--- src/rtl/oram_path_bucket_read_write_defines.svh ---
// assertion macros used by opbrw_back
`ifndef ORAM_PATH_BUCKET_READ_WRITE_DEFINES_SVH
`define ORAM_PATH_BUCKET_READ_WRITE_DEFINES_SVH

// implication checked on every rising clock edge outside reset
`define OPB_ASSERT_IMP(label, clk_s, rst_s, ante, cons, msg) \
  label: assert property (@(posedge clk_s) disable iff (rst_s) (ante) |-> (cons)) \
    else $error(msg);

// next-cycle implication checked outside reset
`define OPB_ASSERT_NXT(label, clk_s, rst_s, ante, cons, msg) \
  label: assert property (@(posedge clk_s) disable iff (rst_s) (ante) |=> (cons)) \
    else $error(msg);

`endif

--- src/rtl/opbrw_pkg.sv ---
package opbrw_pkg;
  localparam int SLOTS_DEF       = 4;
  localparam int PATH_DEPTH_DEF  = 16;
  localparam int BLOCK_WORDS_DEF = 8;
  localparam int MAX_OUT         = 8;

  localparam int KEY_W  = 32;
  localparam int PATH_W = 32;
  localparam int DATA_W = 64;
  localparam int IDX_W  = 3;
  localparam int DEP_W  = 4;

  localparam logic KIND_READ  = 1'b0;
  localparam logic KIND_WRITE = 1'b1;

  localparam logic ST_OK   = 1'b0;
  localparam logic ST_FAIL = 1'b1;

  typedef struct packed {
    logic                kind;
    logic [DEP_W-1:0]    depth;
    logic [KEY_W-1:0]    blk_id;
    logic [PATH_W-1:0]   leaf_path;
    logic [IDX_W-1:0]    word_index;
    logic [DATA_W-1:0]   data_word;
  } cmd_t;

  typedef struct packed {
    logic                status;
    logic [DATA_W-1:0]   data_word_res;
    logic [IDX_W-1:0]    word_index_res;
    logic                last;
  } res_t;
endpackage

--- src/rtl/opbrw_if.sv ---
interface opbrw_if #(parameter type T = logic);
  logic valid;
  logic ready;
  T     payload;
  modport source (output valid, output payload, input ready);
  modport sink   (input valid, input payload, output ready);
endinterface

--- src/rtl/opbrw_queue.sv ---
// short two-entry queue between the front and back parts
module opbrw_queue (
  input  logic clk,
  input  logic rst,
  opbrw_if.sink   enq,
  opbrw_if.source deq
);
  import opbrw_pkg::*;

  cmd_t       mem [2];
  logic       wr_ptr;
  logic       rd_ptr;
  logic [1:0] fill;
  logic       do_enq;
  logic       do_deq;

  assign enq.ready   = (fill != 2'd2);
  assign deq.valid   = (fill != 2'd0);
  assign deq.payload = mem[rd_ptr];
  assign do_enq      = enq.valid && enq.ready;
  assign do_deq      = deq.valid && deq.ready;

  always_ff @(posedge clk) begin
    if (do_enq) begin
      mem[wr_ptr] <= enq.payload;
    end
    if (rst) begin
      wr_ptr <= 1'b0;
      rd_ptr <= 1'b0;
      fill   <= 2'd0;
    end else begin
      if (do_enq) wr_ptr <= ~wr_ptr;
      if (do_deq) rd_ptr <= ~rd_ptr;
      fill <= fill + {1'b0, do_enq} - {1'b0, do_deq};
    end
  end
endmodule

--- src/flat_wrapper.sv ---
// flat-port wrapper written by rule: the top's interface ports become plain ports
module opbrw_queue_flat import opbrw_pkg::*;
  (clk, rst, enq_valid, enq_payload, enq_ready, deq_valid, deq_payload, deq_ready);
  opbrw_if enq_i ();
  opbrw_if deq_i ();
  input  logic clk;
  input  logic rst;
  input wire logic [$bits(enq_i.valid)-1:0] enq_valid;
  input wire logic [$bits(enq_i.payload)-1:0] enq_payload;
  output wire logic [$bits(enq_i.ready)-1:0] enq_ready;
  output wire logic [$bits(deq_i.valid)-1:0] deq_valid;
  output wire logic [$bits(deq_i.payload)-1:0] deq_payload;
  input wire logic [$bits(deq_i.ready)-1:0] deq_ready;
  assign enq_i.valid = enq_valid;
  assign enq_i.payload = enq_payload;
  assign enq_ready = enq_i.ready;
  assign deq_valid = deq_i.valid;
  assign deq_payload = deq_i.payload;
  assign deq_i.ready = deq_ready;
  opbrw_queue u_core (.clk(clk), .rst(rst), .enq(enq_i), .deq(deq_i));
endmodule
--- config.mk ---
export PLATFORM = sky130hd
export DESIGN_NAME = opbrw_queue_flat
export DESIGN_NICKNAME = d
export VERILOG_FILES = /design/src/rtl/oram_path_bucket_read_write_defines.svh /design/src/rtl/opbrw_pkg.sv /design/src/rtl/opbrw_if.sv /design/src/rtl/opbrw_queue.sv /design/src/flat_wrapper.sv
export SDC_FILE = /design/constraint.sdc
export NUM_CORES = 1
export LEC_CHECK = 0
export ABC_AREA = 1
export BUFFER_PORTS_ARGS = -buffer_cell sky130_fd_sc_hd__buf_2
export CAP_MARGIN = 20
export CORE_AREA = 2 2 39 41
export DETAILED_ROUTE_END_ITERATION = 8
export DIE_AREA = 0 0 41 43
export REMOVE_ABC_BUFFERS = 1
export SYNTH_ARGS = -nofsm -noshare
export SYNTH_HDL_FRONTEND = slang
export SYNTH_SLANG_ARGS = --single-unit
--- constraint.sdc ---
create_clock -name clk -period 4.1 [get_ports clk]
set_input_delay 0 -clock clk [delete_from_list [all_inputs] [get_ports clk]]
set_output_delay 0 -clock clk [all_outputs]
set_load 0.02 [all_outputs]
==> impl_metrics.json <==
{
  "status": "completed",
  "regArea_sq_um": 160.2,
  "cts_tree": "built",
  "drc_errors": 0,
  "mostFrequentLayoutCells": "8 x inv_1, 7 x nor2_1, 7 x buf_2",
  "clock_skew_ns": 0.001881,
  "syn_area_per_cell_sq_um": 8.270,
  "dieArea_sq_um": 1763,
  "synth.distinct_cells": 14,
  "rsz0062_at_grt": "false",
  "clock_latency_ns": 0.24,
  "cp.arrival_ns": 1.55,
  "via_count": 275,
  "final_cell_count_no_fill": 70,
  "area_growth_pct": 29.89,
  "synth_area_sq_um": 339.1,
  "rows": 14,
  "leakagePower_uw": 0.0002251,
  "mostFrequentLayoutCell": "inv_1",
  "hold_viol": 0,
  "multi_input_area_sq_um": 145.1,
  "place_ws_ns": 2.686,
  "cp-end-kind": "flop",
  "fmax_mhz": 709.6,
  "tns_ns": 0,
  "io_buffers": 7,
  "maxCapViolCount": 0,
  "fillCellCount": 150,
  "clk_pin_slew_ns": 0.05,
  "dr.pass1.iters": 1,
  "post_drt_wl_per_cell_um": 7.471,
  "finalWorstSetupSlack_ns": 2.691,
  "fin_nets": 62,
  "synth_top_area_share_pct": 29.52,
  "drt-initial-drc-count": 0,
  "drtAntennaViolNets": 0,
  "period_share_pct": 34.37,
  "antenna_found_initial": 0,
  "synth_warnings": 0,
  "gp_congestion": 0.7102,
  "utilization_pct": 31.83,
  "start_kind": "flop",
  "drive_gt1_share_pct": 31.48,
  "netlist.top_cell.by_area": "dfxtp_1",
  "dp_hpwl_um": 428.3,
  "gr-total-overflow": 0,
  "synthCells": 41,
  "initial_core_util_pct": 24.50,
  "crit_required_ns": 4.24,
  "clock_path_buffers": 2,
  "grt_pass1_vias": 273,
  "core_sq_um": 1384,
  "dp_cells": 64,
  "hp-class": "in2reg",
  "critPathMaxFanout": 4,
  "cts_setup_buffers": 0,
  "hold_ws_ns": 0.05647,
  "vdd_drop_max_mv": 0.2913,
  "synth.area.top_cells": "dfxtp_1 30%, edfxtp_1 18%, inv_1 8.9%",
  "wirelength_um": 523,
  "r2r_slack_ns": 2.69,
  "die-width_um": 41,
  "slew_headroom_pct": 87.54,
  "ys_ff_latch": 7,
  "cts.sinks": 7,
  "setup_viol": 0,
  "viasPerCell": 3.929,
  "grt_pass1_wl_um": 959,
  "cts_buffers": 3,
  "die_h_um": 43,
  "grt_util_all_layers_pct": 8.577,
  "path_class": "reg2reg",
  "synth-seq-area-share_pct": 47.23,
  "root_buffer": "clkbuf_4",
  "ios": 8,
  "diodes": 0,
  "htreeDepth": 1,
  "slew_violations": 0,
  "min_period_ns": 1.409,
  "worst_slew_pin_slew_ns": 0.1866,
  "grt_max_degree": 5,
  "power_density_nw_per_um2": 665.3
}
[worst paths after layout]
| check | start | end | depth (start not counted) |
|---|---|---|---|
| max | u_core.fill[1] | u_core.fill[1] | 9 |
| min | enq_valid | u_core.wr_ptr | 3 |
| max reg2reg | u_core.fill[1] | u_core.fill[1] | 9 |
| min reg2reg | u_core.rd_ptr | u_core.rd_ptr | 2 |
[per-layer routing]
| layer | global-route usage, % | part of all wire [%] | vias up |
|---|---|---|---|
| li1 | - | - | 151 |
| met1 | 7.843 | 42 | 116 |
| met2 | 13.44 | 52 | 6 |
| met3 | 4.712 | 3.4 | 2 |
| met4 | 6.000 | 2.3 | 0 |
| met5 | 0 | 0 | - |
[Yosys cell counts]
cell	count
inv_2	1
nor2_2	1
nor2_1	7
dfxtp_1	5
nor2_4	1
mux2_2	1
nand3_2	1
nand2_1	6
a21oi_1	2
edfxtp_1	2
ha_1	2
inv_1	8
nand2_2	2
nand3_1	2
[power by group]
group          leakage, uW  switching [uW]  internal, uW
registers        0.0000601            14.5          92.1
clock network    0.0000150            22.5          36.9
logic             0.000150            77.5          49.5
total             0.000225             114           179
[worst max-delay path, stage by stage, from the launching register on]
cell	delay (ns)
dfxtp_1	0.35
nor2_2	0.14
nor2_4	0.04
ha_1	0.26
inv_1	0.04
ha_1	0.18
inv_1	0.05
nand2_1	0.07
a21oi_1	0.12
nor2_1	0.05
[area by class of cell]
type | count | share of cell area (%)
well taps | 16 | 4.545
multi-input cells | 25 | 32.95
inverters | 9 | 7.670
repair buffers | 9 | 12.50
clock buffers | 4 | 5.966
flip-flops and latches | 7 | 36.36
[per-stage QoR]
stage	power [uW]	cell area (sq um)
after CTS	299.1	440.4
after detailed placement	235.3	394.1
after floorplan	205.9	339.1
after global placement	231.6	394.1
after global routing	324.0	440.4
final	293.0	440.4
[kinds of logic after synthesis]
kind of cell / share of synthesized area (%)
and+or+nand+nor: 29.15
buffers and inverters: 9.962
DFF: 47.23
AOI/OAI and AO/OA: 2.952
adders and majority gates: 7.379
muxes: 3.321
[repair_timing]
action / CTS / global route
gates resized for setup: 0 / 0
hold buffers: 2 / 0
endpoints found under the hold margin: 3 / 0
Note: power is estimated with default switching activity, not from simulation.
